--- config.mk ---
export PLATFORM = sky130hd
export DESIGN_NAME = resp_request_parser
export DESIGN_NICKNAME = d
export VERILOG_FILES = /design/src/rtl/rrp_pkg.sv /design/src/rtl/rrp_out_queue.sv /design/src/rtl/resp_request_parser.sv
export SDC_FILE = /design/constraint.sdc
export NUM_CORES = 1
export LEC_CHECK = 0
export BUFFER_PORTS_ARGS = -buffer_cell sky130_fd_sc_hd__buf_2
export CORE_ASPECT_RATIO = 1.25
export CORE_UTILIZATION = 35
export DETAILED_ROUTE_END_ITERATION = 16
export GPL_ROUTABILITY_DRIVEN = 0
export GPL_TIMING_DRIVEN = 0
export PLACE_DENSITY_LB_ADDON = 0.12
export SLEW_MARGIN = 20
export SYNTH_ARGS = -nofsm -noshare
export SYNTH_HDL_FRONTEND = slang
export SYNTH_SLANG_ARGS = --single-unit
--- constraint.sdc ---
create_clock -name clock -period 21.2 [get_ports clock]
set_clock_uncertainty 0.15 [all_clocks]
set_input_delay 6.36 -clock clock [delete_from_list [all_inputs] [get_ports clock]]
set_output_delay 6.36 -clock clock [all_outputs]
set_load 0.02 [all_outputs]
--- src/rtl/rrp_pkg.sv ---
// Package for the request parser: phase and event codes, error codes and
// shared constants. Used by every module of the block; depends on nothing.
package rrp_pkg;

   typedef enum logic [2:0] {
      PH_START  = 3'd0,
      PH_INLINE = 3'd1,
      PH_COUNT  = 3'd2,
      PH_HEADER = 3'd3,
      PH_BULK   = 3'd4,
      PH_ERROR  = 3'd5
   } phase_type;

   typedef enum logic [1:0] {
      EV_BYTE    = 2'd0,
      EV_ARG_END = 2'd1,
      EV_CMD_END = 2'd2,
      EV_ERROR   = 2'd3
   } event_type;

   typedef enum logic [3:0] {
      ERR_EMPTY      = 4'd0,
      ERR_ARRAY_LEN  = 4'd1,
      ERR_EXP_BULK   = 4'd2,
      ERR_BULK_LEN   = 4'd3,
      ERR_TOO_LARGE  = 4'd4,
      ERR_BULK_TERM  = 4'd5,
      ERR_ESCAPE     = 4'd6,
      ERR_QUOTE      = 4'd7,
      ERR_ARG_COUNT  = 4'd8
   } err_type;

   localparam int DEFAULT_MAX_ARGS = 4096;
   localparam int CNT_W = 13;
   localparam logic [31:0] FRAME_LIMIT_RESET = 32'h2000_0000;

   localparam logic [7:0] CH_STAR   = 8'h2A;
   localparam logic [7:0] CH_DOLLAR = 8'h24;
   localparam logic [7:0] CH_BSLASH = 8'h5C;
   localparam logic [7:0] CH_SQUOTE = 8'h27;
   localparam logic [7:0] CH_DQUOTE = 8'h22;
   localparam logic [7:0] CH_TAB    = 8'h09;
   localparam logic [7:0] CH_SPACE  = 8'h20;
   localparam logic [7:0] CH_CR     = 8'h0D;
   localparam logic [7:0] CH_LF     = 8'h0A;
   localparam logic [7:0] CH_MINUS  = 8'h2D;

   typedef struct packed {
      event_type  kind;
      logic [7:0] data;
      err_type    code;
   } result_type;

endpackage

--- src/rtl/rrp_out_queue.sv ---
// Two-entry result queue between the parser core and the result port.
// Depends on rrp_pkg for the result record type.
module rrp_out_queue (
   input  logic                clock,
   input  logic                reset,
   input  logic                push_valid,
   input  logic [1:0]          push_count,
   input  rrp_pkg::result_type push_data0,
   input  rrp_pkg::result_type push_data1,
   output logic                can_push,
   output logic                rsp_valid,
   input  logic                rsp_stall,
   output rrp_pkg::result_type rsp_data,
   output logic                rsp_last
);
   import rrp_pkg::*;

   result_type e0_ff, e0_in, e1_ff, e1_in;
   logic       l0_ff, l0_in, l1_ff, l1_in;
   logic [1:0] cnt_ff, cnt_in;
   logic       pop;

   assign pop       = (cnt_ff != 2'd0) && !rsp_stall;
   assign rsp_valid = (cnt_ff != 2'd0);
   assign rsp_data  = e0_ff;
   assign rsp_last  = l0_ff;
   assign can_push  = (cnt_ff == 2'd0) || (cnt_ff == 2'd1 && pop);

   always_comb begin
      e0_in  = e0_ff;
      e1_in  = e1_ff;
      l0_in  = l0_ff;
      l1_in  = l1_ff;
      cnt_in = cnt_ff;
      if (pop) begin
         e0_in  = e1_ff;
         l0_in  = l1_ff;
         cnt_in = cnt_ff - 2'd1;
      end
      if (push_valid && push_count != 2'd0) begin
         if (cnt_in == 2'd0) begin
            e0_in = push_data0;
            l0_in = (push_count == 2'd1);
            e1_in = push_data1;
            l1_in = 1'b1;
         end else begin
            e1_in = push_data0;
            l1_in = 1'b1;
         end
         cnt_in = cnt_in + push_count;
      end
   end

   always_ff @(posedge clock) begin
      e0_ff <= e0_in;
      e1_ff <= e1_in;
      l0_ff <= l0_in;
      l1_ff <= l1_in;
      if (reset) begin
         cnt_ff <= 2'd0;
      end else begin
         cnt_ff <= cnt_in;
      end
   end
endmodule

--- src/rtl/resp_request_parser.sv ---
// Top level of the request parser: input register, parser state and result queue.
// Depends on rrp_pkg and rrp_out_queue.
// The parser takes one request byte per cycle while req_stall is low and reports
// argument bytes, end-of-argument, end-of-command and error items on the result
// port; a taken byte is held in the input register before its items are queued.
// A byte that yields two items fills the two-entry result queue and holds the
// input until it drains. After an error the parser drops all bytes silently until
// reset. The user must write frame_limit only while idle; no check enforces it.
module resp_request_parser #(
   parameter int MAX_ARGS = rrp_pkg::DEFAULT_MAX_ARGS
) (
   input  logic        clock,
   input  logic        reset,
   input  logic        req_valid,
   output logic        req_stall,
   input  logic [7:0]  req_in_byte,
   output logic        rsp_valid,
   input  logic        rsp_stall,
   output logic [1:0]  rsp_event_kind,
   output logic [7:0]  rsp_data_byte,
   output logic [3:0]  rsp_error_code,
   output logic        rsp_last,
   input  logic        csr_write,
   input  logic [31:0] csr_frame_limit
);
   import rrp_pkg::*;

   localparam logic [CNT_W-1:0] MAXA = CNT_W'(MAX_ARGS);
   localparam logic [CNT_W:0]   MAXW = (CNT_W+1)'(MAX_ARGS);

   logic [31:0]      limit_ff;
   logic             iv_ff;
   logic [7:0]       ib_ff;
   phase_type        ph_ff, ph_in;
   logic             cr_ff, cr_in, esc_ff, esc_in, ws_ff, ws_in, hm_ff, hm_in;
   logic [1:0]       qk_ff, qk_in;
   logic [CNT_W:0]   ac_ff, ac_in;
   logic [CNT_W-1:0] ar_ff, ar_in;
   logic [32:0]      nv_ff, nv_in;
   logic [2:0]       nf_ff, nf_in;
   logic [31:0]      br_ff, br_in, fb_ff, fb_in;

   result_type       r0, r1;
   logic [1:0]       rn;
   logic             can_push, take;
   result_type       q_data;

   assign req_stall = iv_ff && !can_push;
   assign take      = req_valid && !req_stall;

   always_ff @(posedge clock) begin
      if (take) ib_ff <= req_in_byte;
      if (reset) begin
         limit_ff <= FRAME_LIMIT_RESET;
         iv_ff    <= 1'b0;
         ph_ff    <= PH_START;
         cr_ff    <= 1'b0;
         esc_ff   <= 1'b0;
         ws_ff    <= 1'b0;
         hm_ff    <= 1'b0;
         qk_ff    <= 2'd0;
         ac_ff    <= '0;
         ar_ff    <= '0;
         nv_ff    <= '0;
         nf_ff    <= '0;
         br_ff    <= '0;
         fb_ff    <= '0;
      end else begin
         if (csr_write) limit_ff <= csr_frame_limit;
         if (!req_stall) iv_ff <= req_valid;
         ph_ff  <= ph_in;
         cr_ff  <= cr_in;
         esc_ff <= esc_in;
         ws_ff  <= ws_in;
         hm_ff  <= hm_in;
         qk_ff  <= qk_in;
         ac_ff  <= ac_in;
         ar_ff  <= ar_in;
         nv_ff  <= nv_in;
         nf_ff  <= nf_in;
         br_ff  <= br_in;
         fb_ff  <= fb_in;
      end
   end

   logic [7:0]  c, cc;
   logic        do_content, num_ok, cr_byte;
   logic [36:0] nmul;
   logic [7:0]  m;
   logic [33:0] need;
   logic [32:0] room;

   always_comb begin
      ph_in = ph_ff; cr_in = cr_ff; esc_in = esc_ff; ws_in = ws_ff; hm_in = hm_ff;
      qk_in = qk_ff; ac_in = ac_ff; ar_in = ar_ff; nv_in = nv_ff; nf_in = nf_ff;
      br_in = br_ff; fb_in = fb_ff;
      r0 = '0; r1 = '0; rn = 2'd0;
      c = ib_ff; cc = 8'd0; do_content = 1'b0; cr_byte = 1'b0; nmul = '0; m = 8'd0;
      num_ok = !nf_ff[2] && nf_ff[0] && !(nf_ff[1] && nv_ff != 33'd0);
      need = {1'b0, nv_ff} + 34'd2;
      room = {1'b0, limit_ff} - {1'b0, fb_ff} - 33'd1;
      if (iv_ff && can_push && ph_ff != PH_ERROR) begin
         if ({1'b0, fb_ff} + 33'd1 > {1'b0, limit_ff}) begin
            r0 = '{EV_ERROR, 8'd0, ERR_TOO_LARGE}; rn = 2'd1; ph_in = PH_ERROR;
         end else begin
            fb_in = fb_ff + 32'd1;
            if (ph_ff == PH_BULK) begin
               if (br_ff > 32'd2) begin
                  r0 = '{EV_BYTE, c, ERR_EMPTY}; rn = 2'd1; br_in = br_ff - 32'd1;
               end else if (br_ff == 32'd2) begin
                  cr_in = (c == CH_CR); br_in = br_ff - 32'd1;
               end else if (br_ff == 32'd1 && cr_ff && c == CH_LF) begin
                  br_in = '0;
                  r0 = '{EV_ARG_END, 8'd0, ERR_EMPTY}; rn = 2'd1;
                  ar_in = ar_ff - CNT_W'(1);
                  if (ar_in == '0) begin
                     r1 = '{EV_CMD_END, 8'd0, ERR_EMPTY}; rn = 2'd2;
                     fb_in = '0; ph_in = PH_START;
                  end else begin
                     ph_in = PH_HEADER;
                  end
                  cr_in = 1'b0; esc_in = 1'b0; qk_in = 2'd0; ws_in = 1'b0;
                  hm_in = 1'b0; nv_in = '0; nf_in = '0;
               end else begin
                  r0 = '{EV_ERROR, 8'd0, ERR_BULK_TERM}; rn = 2'd1; ph_in = PH_ERROR;
               end
            end else if (cr_ff && c == CH_LF) begin
               cr_in = 1'b0;
               case (ph_ff)
                  PH_START: begin
                     r0 = '{EV_ERROR, 8'd0, ERR_EMPTY}; rn = 2'd1; ph_in = PH_ERROR;
                  end
                  PH_INLINE: begin
                     if (esc_ff) begin
                        r0 = '{EV_ERROR, 8'd0, ERR_ESCAPE}; rn = 2'd1; ph_in = PH_ERROR;
                     end else if (qk_ff != 2'd0) begin
                        r0 = '{EV_ERROR, 8'd0, ERR_QUOTE}; rn = 2'd1; ph_in = PH_ERROR;
                     end else begin
                        if (ws_ff) begin
                           r0 = '{EV_ARG_END, 8'd0, ERR_EMPTY}; rn = 2'd1;
                           if (ac_ff <= MAXW) ac_in = ac_ff + (CNT_W+1)'(1);
                        end
                        if (ac_in == '0 || ac_in > MAXW) begin
                           if (rn == 2'd1) r1 = '{EV_ERROR, 8'd0, ERR_ARG_COUNT};
                           else r0 = '{EV_ERROR, 8'd0, ERR_ARG_COUNT};
                           rn = rn + 2'd1; ph_in = PH_ERROR;
                        end else begin
                           if (rn == 2'd1) r1 = '{EV_CMD_END, 8'd0, ERR_EMPTY};
                           else r0 = '{EV_CMD_END, 8'd0, ERR_EMPTY};
                           rn = rn + 2'd1; fb_in = '0; ph_in = PH_START;
                           esc_in = 1'b0; qk_in = 2'd0; ws_in = 1'b0;
                           hm_in = 1'b0; nv_in = '0; nf_in = '0;
                        end
                     end
                  end
                  PH_COUNT: begin
                     if (!num_ok || nv_ff < 33'd1 || nv_ff > {20'd0, MAXA}) begin
                        r0 = '{EV_ERROR, 8'd0, ERR_ARRAY_LEN}; rn = 2'd1; ph_in = PH_ERROR;
                     end else begin
                        ar_in = nv_ff[CNT_W-1:0]; ph_in = PH_HEADER;
                        esc_in = 1'b0; qk_in = 2'd0; ws_in = 1'b0;
                        hm_in = 1'b0; nv_in = '0; nf_in = '0;
                     end
                  end
                  default: begin
                     if (!hm_ff) begin
                        r0 = '{EV_ERROR, 8'd0, ERR_EXP_BULK}; rn = 2'd1; ph_in = PH_ERROR;
                     end else if (!num_ok || nv_ff > {1'b0, limit_ff}) begin
                        r0 = '{EV_ERROR, 8'd0, ERR_BULK_LEN}; rn = 2'd1; ph_in = PH_ERROR;
                     end else if (need > {1'b0, room}) begin
                        r0 = '{EV_ERROR, 8'd0, ERR_TOO_LARGE}; rn = 2'd1; ph_in = PH_ERROR;
                     end else begin
                        br_in = need[31:0]; ph_in = PH_BULK;
                        esc_in = 1'b0; qk_in = 2'd0; ws_in = 1'b0;
                        hm_in = 1'b0; nv_in = '0; nf_in = '0;
                     end
                  end
               endcase
            end else begin
               // A held CR that is not followed by LF is content; the
               // two-byte case can only yield one result before this byte.
               if (cr_ff) begin
                  cr_byte = 1'b1;
               end
               cr_in = (c == CH_CR);
               do_content = 1'b1;
            end
         end
      end

      // Content path: up to two content bytes (held CR, then this byte).
      if (do_content) begin
         for (int k = 0; k < 2; k++) begin
            if ((k == 0 && cr_byte) || (k == 1 && c != CH_CR)) begin
               cc = (k == 0) ? CH_CR : c;
               if (ph_in == PH_START) begin
                  if (cc == CH_STAR) begin
                     ph_in = PH_COUNT;
                  end else begin
                     ph_in = PH_INLINE; ac_in = '0;
                  end
               end
               if (ph_in == PH_INLINE && !(ph_ff == PH_START && k == 0 && cc == CH_STAR)) begin
                  m = cc;
                  if (esc_in) begin
                     esc_in = 1'b0;
                     if (cc == 8'h6E) m = CH_LF;
                     else if (cc == 8'h72) m = CH_CR;
                     else if (cc == 8'h74) m = CH_TAB;
                     if (rn == 2'd0) r0 = '{EV_BYTE, m, ERR_EMPTY};
                     else r1 = '{EV_BYTE, m, ERR_EMPTY};
                     rn = rn + 2'd1; ws_in = 1'b1;
                  end else if (cc == CH_BSLASH) begin
                     esc_in = 1'b1;
                  end else if (qk_in != 2'd0) begin
                     if ((qk_in == 2'd1 && cc == CH_SQUOTE) ||
                         (qk_in == 2'd2 && cc == CH_DQUOTE)) begin
                        qk_in = 2'd0;
                     end else begin
                        if (rn == 2'd0) r0 = '{EV_BYTE, cc, ERR_EMPTY};
                        else r1 = '{EV_BYTE, cc, ERR_EMPTY};
                        rn = rn + 2'd1;
                     end
                  end else if (cc == CH_SQUOTE) begin
                     qk_in = 2'd1; ws_in = 1'b1;
                  end else if (cc == CH_DQUOTE) begin
                     qk_in = 2'd2; ws_in = 1'b1;
                  end else if (cc == CH_SPACE || cc == CH_TAB) begin
                     if (ws_in) begin
                        if (rn == 2'd0) r0 = '{EV_ARG_END, 8'd0, ERR_EMPTY};
                        else r1 = '{EV_ARG_END, 8'd0, ERR_EMPTY};
                        rn = rn + 2'd1;
                        if (ac_in <= MAXW) ac_in = ac_in + (CNT_W+1)'(1);
                        ws_in = 1'b0;
                     end
                  end else begin
                     if (rn == 2'd0) r0 = '{EV_BYTE, cc, ERR_EMPTY};
                     else r1 = '{EV_BYTE, cc, ERR_EMPTY};
                     rn = rn + 2'd1; ws_in = 1'b1;
                  end
               end else if (ph_in == PH_COUNT && !(ph_ff == PH_START && k == 0)
                            && !(ph_ff == PH_START && cc == CH_STAR)) begin
                  if (!nf_in[2]) begin
                     if (nf_in == 3'd0 && cc == CH_MINUS) begin
                        nf_in[1] = 1'b1;
                     end else if (cc >= 8'h30 && cc <= 8'h39) begin
                        nf_in[0] = 1'b1;
                        nmul = {nv_in, 3'b000} + {3'b000, nv_in, 1'b0}
                               + {29'd0, cc - 8'h30};
                        if (nmul > 37'h1_0000_0000) nv_in = 33'h1_0000_0000;
                        else nv_in = nmul[32:0];
                     end else begin
                        nf_in[2] = 1'b1;
                     end
                  end
               end else if (ph_in == PH_HEADER) begin
                  if (!hm_in && !nf_in[2]) begin
                     if (cc == CH_DOLLAR) hm_in = 1'b1;
                     else nf_in[2] = 1'b1;
                  end else if (!nf_in[2]) begin
                     if (nf_in == 3'd0 && cc == CH_MINUS) begin
                        nf_in[1] = 1'b1;
                     end else if (cc >= 8'h30 && cc <= 8'h39) begin
                        nf_in[0] = 1'b1;
                        nmul = {nv_in, 3'b000} + {3'b000, nv_in, 1'b0}
                               + {29'd0, cc - 8'h30};
                        if (nmul > 37'h1_0000_0000) nv_in = 33'h1_0000_0000;
                        else nv_in = nmul[32:0];
                     end else begin
                        nf_in[2] = 1'b1;
                     end
                  end
               end
            end
         end
      end
   end

   rrp_out_queue u_queue (
      .clock      (clock),
      .reset      (reset),
      .push_valid (iv_ff && can_push),
      .push_count (rn),
      .push_data0 (r0),
      .push_data1 (r1),
      .can_push   (can_push),
      .rsp_valid  (rsp_valid),
      .rsp_stall  (rsp_stall),
      .rsp_data   (q_data),
      .rsp_last   (rsp_last)
   );

   assign rsp_event_kind = q_data.kind;
   assign rsp_data_byte  = q_data.data;
   assign rsp_error_code = q_data.code;
endmodule
### Yosys cells after proc, flatten, opt, wreduce, memory -nomap -nowiden

Cells that the tools add are included.
W data, S select, Z words.

* $add $sub $neg: 17
* magnitude comparators: 12
* equal/unequal tests: 40
* bitwise logic cells: 1
* reductions and logical operators: 61
* mux-type cells: 377

Operators with widths (number)
* $mux W14: 108
* $mux W33: 24
* $mux W32: 19
* $mux W3: 41
* $mux W2: 59
* $mux W1: 106
* $mux W13: 8
* $pmux W33 S3: 1
* $gt A33 B32 Y1: 2
* $eq A8 B6 Y1 const B: 6
* $pmux W14 S3: 1
* $add A36 B34 Y37: 1
* $add A37 B8 Y37: 1
* $gt A37 B33 Y1 const B: 1
* $add A33 B2 Y34 const B: 1
* $gt A34 B33 Y1: 1
* $add A32 B1 Y33 const B: 1
* $gt A33 B13 Y1 const B: 1
* $lt A33 B1 Y1 const B: 1
* $reduce_bool A33 Y1: 1
* $sub A32 B32 Y33: 1
* $sub A33 B1 Y33 const B: 1
* $add A32 B1 Y32 const B: 1
* $eq A32 B1 Y1 const B: 1
* 43 further kinds: 120

* word-level logic and storage cells: 531
* flip-flop bits (word level): 208
* bits of input ports: 45

### Longest topological paths before layout

Gate-level depths: netlist (run 1).

* depth in word-level cells: 42
* depth in mapped cells: 46
* gate-level depth less buffers: 43

### By module

Synthesis (run 1) repeated with hierarchy kept, for this count alone.

* cell total of the unflattened synthesis: 2520
* area total of the unflattened synthesis: 19671.4 um^2

By module, submodules not included
* resp_request_parser: sequential area each 3623.5 um^2, times used 1, area an instance 18147.4 um^2, cells an instance 2413
* rrp_out_queue: sequential area each 760.7 um^2, times used 1, area an instance 1524.0 um^2, cells an instance 107

### Least setup slack after synthesis (run 1)

OpenSTA, ideal clock, no wires.

* kind: input-to-output
* from: input rsp_stall
* to: output req_stall
* arrival time: 6.726 ns
* slack: 7.964 ns
* stages on the path: 4
* required time: 14.690 ns
* path through: nor2b_1 nor2_1 nand2_1 inv_1

* word-level cells in the longest chain between the ends: 6

RTL lines
* start, declared: RTL line resp_request_parser.sv:18 `input logic rsp_stall,`
* $logic_not A1 Y1: RTL line rrp_out_queue.sv:23 `assign pop = (cnt_ff != 2'd0) && !rsp_stall;`
* $logic_and A1 B1 Y1: RTL line rrp_out_queue.sv:23
* $logic_and A1 B1 Y1: RTL line rrp_out_queue.sv:27 `assign can_push = (cnt_ff == 2'd0) || (cnt_ff == 2'd1 && pop);`
* $logic_or A1 B1 Y1: RTL line rrp_out_queue.sv:27
* $logic_not A1 Y1: RTL line resp_request_parser.sv:48 `assign req_stall = iv_ff && !can_push;`
* $logic_and A1 B1 Y1: RTL line resp_request_parser.sv:48
* end, declared: RTL line resp_request_parser.sv:15 `output logic req_stall,`

No other way between the ends.

### Worst setup path after layout (run 1)

* from: input rsp_stall
* to: register nv_ff[22]

* word-level cells in the longest chain between the ends: 27
* elaborated cells on any way between the ends: 53
* those cells by class: 2 x add/sub; 1 x order compare; 6 x eq/ne; 29 x mux; 15 x reduce/logical

RTL lines
* $logic_not A1 Y1 (*): RTL line rrp_out_queue.sv:23
* $logic_and A1 B1 Y1 (*): RTL line rrp_out_queue.sv:23
* $logic_and A1 B1 Y1 (*): RTL line rrp_out_queue.sv:27
* $logic_or A1 B1 Y1 (*): RTL line rrp_out_queue.sv:27
* $logic_and A1 B1 Y1 (*) (2 in series): RTL line resp_request_parser.sv:102 `if (iv_ff && can_push && ph_ff != PH_ERROR) begin`
* parallel branches: the longest is 20 deep, another holds $add A36 B34 Y37
* $mux W33 (*): RTL line resp_request_parser.sv:192 `if (do_content) begin`
* end signal, assigned: RTL line resp_request_parser.sv:79 `nv_ff <= nv_in;`
* end, declared: RTL line resp_request_parser.sv:39 `logic [32:0] nv_ff, nv_in;`

Every way passes the cells marked *. The select of a mux whose other input is x is not followed.
A chain may end at the register's enable or synchronous reset.

==> flow_metrics.py, run 1 <==
metrics = {
    "clocking": {
        "clk_pin_slew_ns": 0.06,
        "root_buffer": "clkbuf_16",
        "cts.sinks": 208,
        "hold_buffers": 0,
        "insertion_delay_ns": 0.59,
        "cts_tree": "done",
        "numCtsBuffers": 28,
        "ctsHtreeMaxLevel": 1,
        "clock_path_buffers": 3,
        "cts_setup_buffers": 0,
        "cts_resized": 0,
    },
    "layout": {
        "final_area_um2": 21860,
        "drive_gt1_frac": 0.06232,
        "final_nets": 2955,
        "layout_commonest_cell": "nand2_1",
        "layout_common_cells": "259 x nand2_1, 240 x nor2_1, 211 x ha_1",
        "fin_cells": 3452,
        "syn_to_final_growth_pct": 11.37,
    },
    "global_route": {
        "grt_pass1_wl_um": 115500,
        "grt_pass1_vias": 19738,
        "grt_use_total": 0.2623,
        "gr-total-overflow": 0,
        "grt_max_degree": 15,
        "grt_antenna_before_repair": 5,
    },
    "sta": {
        "rsz0062_at_grt": "false",
        "finalCritPeriodShare": 0.7130,
        "tns_ns": 0,
        "hold_viol": 0,
        "hold_ws_ns": 0.3204,
        "clock.fmax_ghz": 0.06616,
        "finalMaxSlewViolations": 0,
        "worst_pin_slew_ns": 1.110,
        "slew_headroom": 0.2602,
        "layout_min_cycle_time_ns": 15.11,
        "setup_violations": 0,
    },
    "placement": {
        "dpl-instance-area_um2": 20870,
        "dp_hpwl_um": 59460,
        "io_buffers": 60,
        "dp_cells": 3397,
    },
    "route": {
        "drt-total-wl_um": 74500,
        "wl_per_cell_um": 21.58,
        "vias": 20243,
        "ant_nets": 0,
        "drt_pass1_iterations": 6,
        "vias_per_cell": 5.864,
        "drc_errors": 0,
        "drt_iter0_markers": 1718,
    },
    "floorplan": {
        "dieArea_um2": 57040,
        "io_pins": 62,
        "die_h_um": 266.8,
        "rows": 96,
        "start_util": 0.3560,
        "core_area_um2": 55130,
        "die_w_um": 213.8,
    },
    "logic_synthesis": {
        "synth_cells": 2601,
        "synth_top_area_share": 0.1897,
        "synth_cell_types": 90,
        "yosysWarnings": 0,
        "ys_seq_area_frac": 0.2234,
        "synth.area.top_cells": "dfxtp_1 19%, ha_1 13%, a21oi_1 5.1%",
        "syn-num-nets": 2864,
        "synthFlopType": "dfxtp_1",
        "synth_edf_count": 22,
        "syn_avg_cell_area_um2": 7.547,
        "ys_seq_elements": 208,
        "synth_async_sr_flop_share": 0,
        "synth_area_um2": 19630,
        "synth_top_cell_by_area": "dfxtp_1",
    },
    "setup_path": {
        "worst-path-buf-inv": 7,
        "cp.arrival_ns": 15.47,
        "max_stage_delay_ns": 0.93,
        "cpMaxStageDelayCell": "nor4_1",
        "r2r-start": "fb_ff[2]",
        "cp_top_family": "simple AND/OR/NAND/NOR gates",
        "path_class": "input pin to flop",
        "crit_required_ns": 21.56,
        "critPathLaunchType": "input pin",
        "cp_common_cell": "buf_2",
        "r2r_cells": 41,
        "reg2reg_to": "nv_ff[22]",
        "crit_path_max_fanout": 10,
        "endpoint_kind": "flop",
        "r2r_setup_slack_ns": 7.71,
    },
    "power_and_ir_drop": {
        "power.total_mw": 1.480,
        "p_per_area_nw_per_um2": 67.69,
        "p_leak_nw": 8.937,
        "ir_drop_v": 0.00005934,
    },
    "flow_run": {
        "drv_cap": 0,
    },
    "hold_path": {
        "whs_path_depth": 2,
        "min_to": "fb_ff[8]",
        "min_from": "fb_ff[8]",
        "hold_class": "flop to flop",
    },
    "status": {
        "status": "finished clean",
    },
}
## power by group
| part | internal (mW) | total (mW) | switching, mW |
|---|---|---|---|
| combinational | 0.169 | 0.515 | 0.347 |
| sequential | 0.432 | 0.454 | 0.0221 |
| clock | 0.306 | 0.510 | 0.204 |
| total | 0.907 | 1.48 | 0.573 |
## kinds of logic after synthesis
| group | after synthesis | synth area share |
|---|---|---|
| adder cells (fa/ha/maj) | 218 | 0.1416 |
| multiplexers | 73 | 0.03774 |
| AO/OA/AOI/OAI | 674 | 0.2209 |
| XOR/XNOR | 143 | 0.06381 |
| buffers and inverters | 254 | 0.05004 |
| flip-flops | 208 | 0.2234 |
| AND/OR/NAND/NOR | 1031 | 0.2626 |
## Yosys cell counts (all sizes together) (26+ instances only)
master / n
nand2: 259
nor2: 240
ha: 211
a21oi: 202
dfxtp: 186
o21ai: 168
inv: 144
xnor2: 98
nand3: 97
clkbuf: 92
nor3: 85
nand4: 82
mux2i: 65
nor4: 47
and2: 45
xor2: 45
a21o: 43
and3: 34
or3: 26
## state kept, by name, summed over array words and instances (netlist names), 2 cells and up
register          cells
nv_ff                33
u_queue.cnt_ff        2
ph_ff                 3
br_ff                32
fb_ff                32
qk_ff                 2
ar_ff                13
limit_ff             32
c                     8
u_queue.e1_ff        14
ac_ff                14
u_queue.rsp_data     14
nf_ff                 3
## how the worst max path moves through the flow
stage / startpoint / to / slack (ns) / depth (start not counted)
6_report: rsp_stall / nv_ff[22] / 6.09 / 31
5_1_grt: rsp_stall / nv_ff[28] / 5.43 / 28
4_1_cts: rsp_stall / nv_ff[22] / 5.85 / 29
3_5_place_dp: rsp_stall / nv_ff[22] / 5.31 / 29
3_3_place_gp: rsp_stall / nv_ff[22] / 5.37 / 29
2_1_floorplan: rsp_stall / req_stall / 7.96 / 4
## worst register-to-register path: cells and delay by family, from the launching register on
kind	cells	cell delay (ns)
simple gates	22	7.47
buf+inv	7	1.97
xor+xnor	2	0.46
fa+ha+maj	3	1.32
compound gates	7	1.77
flops	1	0.31
## layout make-up
class / count / area [um2]
fillers: 5825 / 33270
multi-input cells: 2139 / 14270
flip-flops and latches: 208 / 4384
well taps: 735 / 919.6
clock buffers: 36 / 812.0
inverters: 144 / 540.5
plain buffers: 110 / 441.7
repair buffers: 61 / 307.8
clock inverters: 14 / 166.4
diodes: 5 / 12.51
## layer usage
metal,global-route usage,share of wire,up-vias
li1,-,-,9735
met1,0.3186,0.41,9568
met2,0.4566,0.48,757
met3,0.03094,0.055,183
met4,0.1218,0.048,0
met5,0,0,-
## through the flow
| step | util | setup slack [ns] |
|---|---|---|
| after floorplan | - | 7.964 |
| after global placement | 0.3782 | 5.370 |
| after detailed placement | 0.3785 | 5.307 |
| after CTS | 0.3962 | 5.847 |
| after global routing | 0.3964 | 5.431 |
| final | 0.3965 | 6.085 |
(Power assumes the default switching activity.)
==> run 2: changes to the inputs <==
==> constraint.sdc (replaced) <==
create_clock -name clock -period 14.4 [get_ports clock]
set_clock_uncertainty 0.15 [all_clocks]
set_input_delay 4.32 -clock clock [delete_from_list [all_inputs] [get_ports clock]]
set_output_delay 4.32 -clock clock [all_outputs]
set_load 0.02 [all_outputs]
==> run 2 against run 1 <==
Against the previous run:
- total power up 47%
- sequential power is 47% higher
- largest cell class unchanged
- non-clock buffer count is the same
- critical path type is now flop to flop
- combinational power grew 47%
- highest routed layer unchanged
- utilization about the same
- die area unchanged
- critical endpoint unchanged
==> flow_metrics.py, run 2 (synthesis gave the netlist of run 1 again) <==
metrics = {
    "status": {
        "status": "finished clean",
    },
    "power_and_ir_drop": {
        "p_leak_nw": 8.938,
        "p_per_area_nw_per_um2": 99.61,
        "power.total_mw": 2.178,
        "ir_drop_v": 0.00008764,
    },
    "global_route": {
        "grt_max_degree": 15,
        "grt_pass1_wl_um": 115500,
        "grt_pass1_vias": 19738,
        "gr-total-overflow": 0,
        "grt_antenna_before_repair": 5,
        "grt_use_total": 0.2623,
    },
    "setup_path": {
        "r2r_setup_slack_ns": 1.17,
        "r2r_cells": 41,
        "cpMaxStageDelayCell": "nor4_1",
        "crit_path_max_fanout": 10,
        "path_class": "flop to flop",
        "critPathLaunchType": "flop",
        "worst-path-buf-inv": 7,
        "max_stage_delay_ns": 0.95,
        "r2r-start": "fb_ff[2]",
        "crit_required_ns": 14.76,
        "cp.arrival_ns": 13.59,
        "endpoint_kind": "flop",
        "reg2reg_to": "nv_ff[22]",
        "cp_common_cell": "nand2_1",
        "crit_cells": 41,
        "cp_top_family": "simple AND/OR/NAND/NOR gates",
    },
    "layout": {
        "drive_gt1_frac": 0.06268,
        "final_nets": 2955,
        "layout_commonest_cell": "nand2_1",
        "layout_common_cells": "259 x nand2_1, 240 x nor2_1, 211 x ha_1",
        "largest_reg_flops": 33,
        "fillers": 5823,
        "regMostFlops": "nv_ff",
        "syn_to_final_growth_pct": 11.40,
        "utilization": 0.3966,
    },
    "clocking": {
        "cts.sinks": 208,
        "clk_pin_slew_ns": 0.06,
        "numCtsBuffers": 28,
        "clock_path_buffers": 3,
        "cts_setup_buffers": 0,
        "cts_tree": "done",
        "root_buffer": "clkbuf_16",
        "insertion_delay_ns": 0.59,
        "ctsHtreeMaxLevel": 1,
    },
    "sta": {
        "worst_pin_slew_ns": 1.060,
        "layout_min_cycle_time_ns": 13.23,
        "slew_headroom": 0.2869,
        "clock.fmax_ghz": 0.07560,
        "hold_viol": 0,
        "finalCritPeriodShare": 0.9185,
        "worst_slack_ns": 1.173,
        "rsz0062_at_grt": "false",
        "tns_ns": 0,
        "finalMaxSlewViolations": 0,
        "setup_violations": 0,
    },
    "floorplan": {
        "die_w_um": 213.8,
        "die_h_um": 266.8,
        "start_util": 0.3560,
        "io_pins": 62,
        "dieArea_um2": 57040,
        "rows": 96,
        "core_area_um2": 55130,
    },
    "route": {
        "drt_pass1_iterations": 8,
        "drc_errors": 0,
        "met2_length_um": 36030,
        "ant_nets": 0,
        "top_layer": "met4",
        "drt-total-wl_um": 74520,
        "vias": 20242,
        "met3_wirelength_um": 4125,
        "wl_per_cell_um": 21.59,
        "m1WireLength_um": 30830,
        "drt_iter0_markers": 1741,
        "vias_per_cell": 5.864,
    },
    "hold_path": {
        "min_to": "fb_ff[8]",
        "min_from": "fb_ff[8]",
        "hold_class": "flop to flop",
        "whs_path_depth": 2,
    },
    "placement": {
        "io_buffers": 60,
        "dp_hpwl_um": 59460,
        "place_ws_ns": 0.5473,
    },
    "flow_run": {
        "drv_cap": 0,
    },
}
run 2: changes by cell type in the layout (fill, tap and decap cells not counted):
cell | before | now
nor4_2 | 4 | 5
nor4_1 | 43 | 42
run 2: worst register-to-register path, delay by kind of cell, from the launching register on:
family	cells	cell delay [ns]
compound gates	7	1.78
simple gates	22	7.16
xor+xnor	2	0.47
flops	1	0.31
fa+ha+maj	3	1.32
buf+inv	7	1.97
run 2: metrics by stage:
| step | hold WS, ns | cell area, um2 | std cells |
|---|---|---|---|
| 2_1_floorplan | 0.2908 | 19630 | 2601 |
| 3_3_place_gp | 0.3086 | 20850 | 3396 |
| 3_5_place_dp | 0.3110 | 20870 | 3397 |
| 4_1_cts | 0.3197 | 21850 | 3447 |
| 5_1_grt | 0.3455 | 21860 | 3451 |
| 6_report | 0.3204 | 21870 | 3452 |
run 2: layout make-up:
class,instances,area (um2),area share
multi-input combinational,2139,14280,0.6531
sequential,208,4384,0.2005
tap,735,919.6,0.04206
clock buffer,36,812.0,0.03714
inverter,144,540.5,0.02472
buffer,110,441.7,0.02020
timing repair buffer,61,307.8,0.01408
clock inverter,14,166.4,0.007610
antenna,5,12.51,0.0005722
run 2: layer usage:
| layer | GRT usage | up-vias |
|---|---|---|
| li1 | - | 9732 |
| met2 | 0.4566 | 742 |
| met5 | 0 | - |
| met3 | 0.03094 | 184 |
| met4 | 0.1218 | 0 |
| met1 | 0.3186 | 9584 |
run 2: where the power goes:
group | total (mW) | switching [mW] | leakage [nW] | internal [mW]
logic | 0.759 | 0.511 | 6.73 | 0.248
registers | 0.669 | 0.0324 | 1.72 | 0.637
clock network | 0.750 | 0.299 | 0.488 | 0.450
run 2: worst max-delay path by stage:
stage	startpoint	endpoint
after floorplan	rsp_stall	nv_ff[22]
after global placement	fb_ff[2]	nv_ff[22]
after detailed placement	rsp_stall	nv_ff[22]
after CTS	fb_ff[0]	nv_ff[22]
after global routing	fb_ff[2]	nv_ff[22]
final	fb_ff[2]	nv_ff[22]
run 2: what timing repair did:
| item | 4_1_cts | 5_1_grt |
|---|---|---|
| hold buffers | 0 | 0 |
| setup endpoints to repair | 0 | 3 |
| hold endpoints to repair | 0 | 0 |
| gates resized for setup | 0 | 1 |
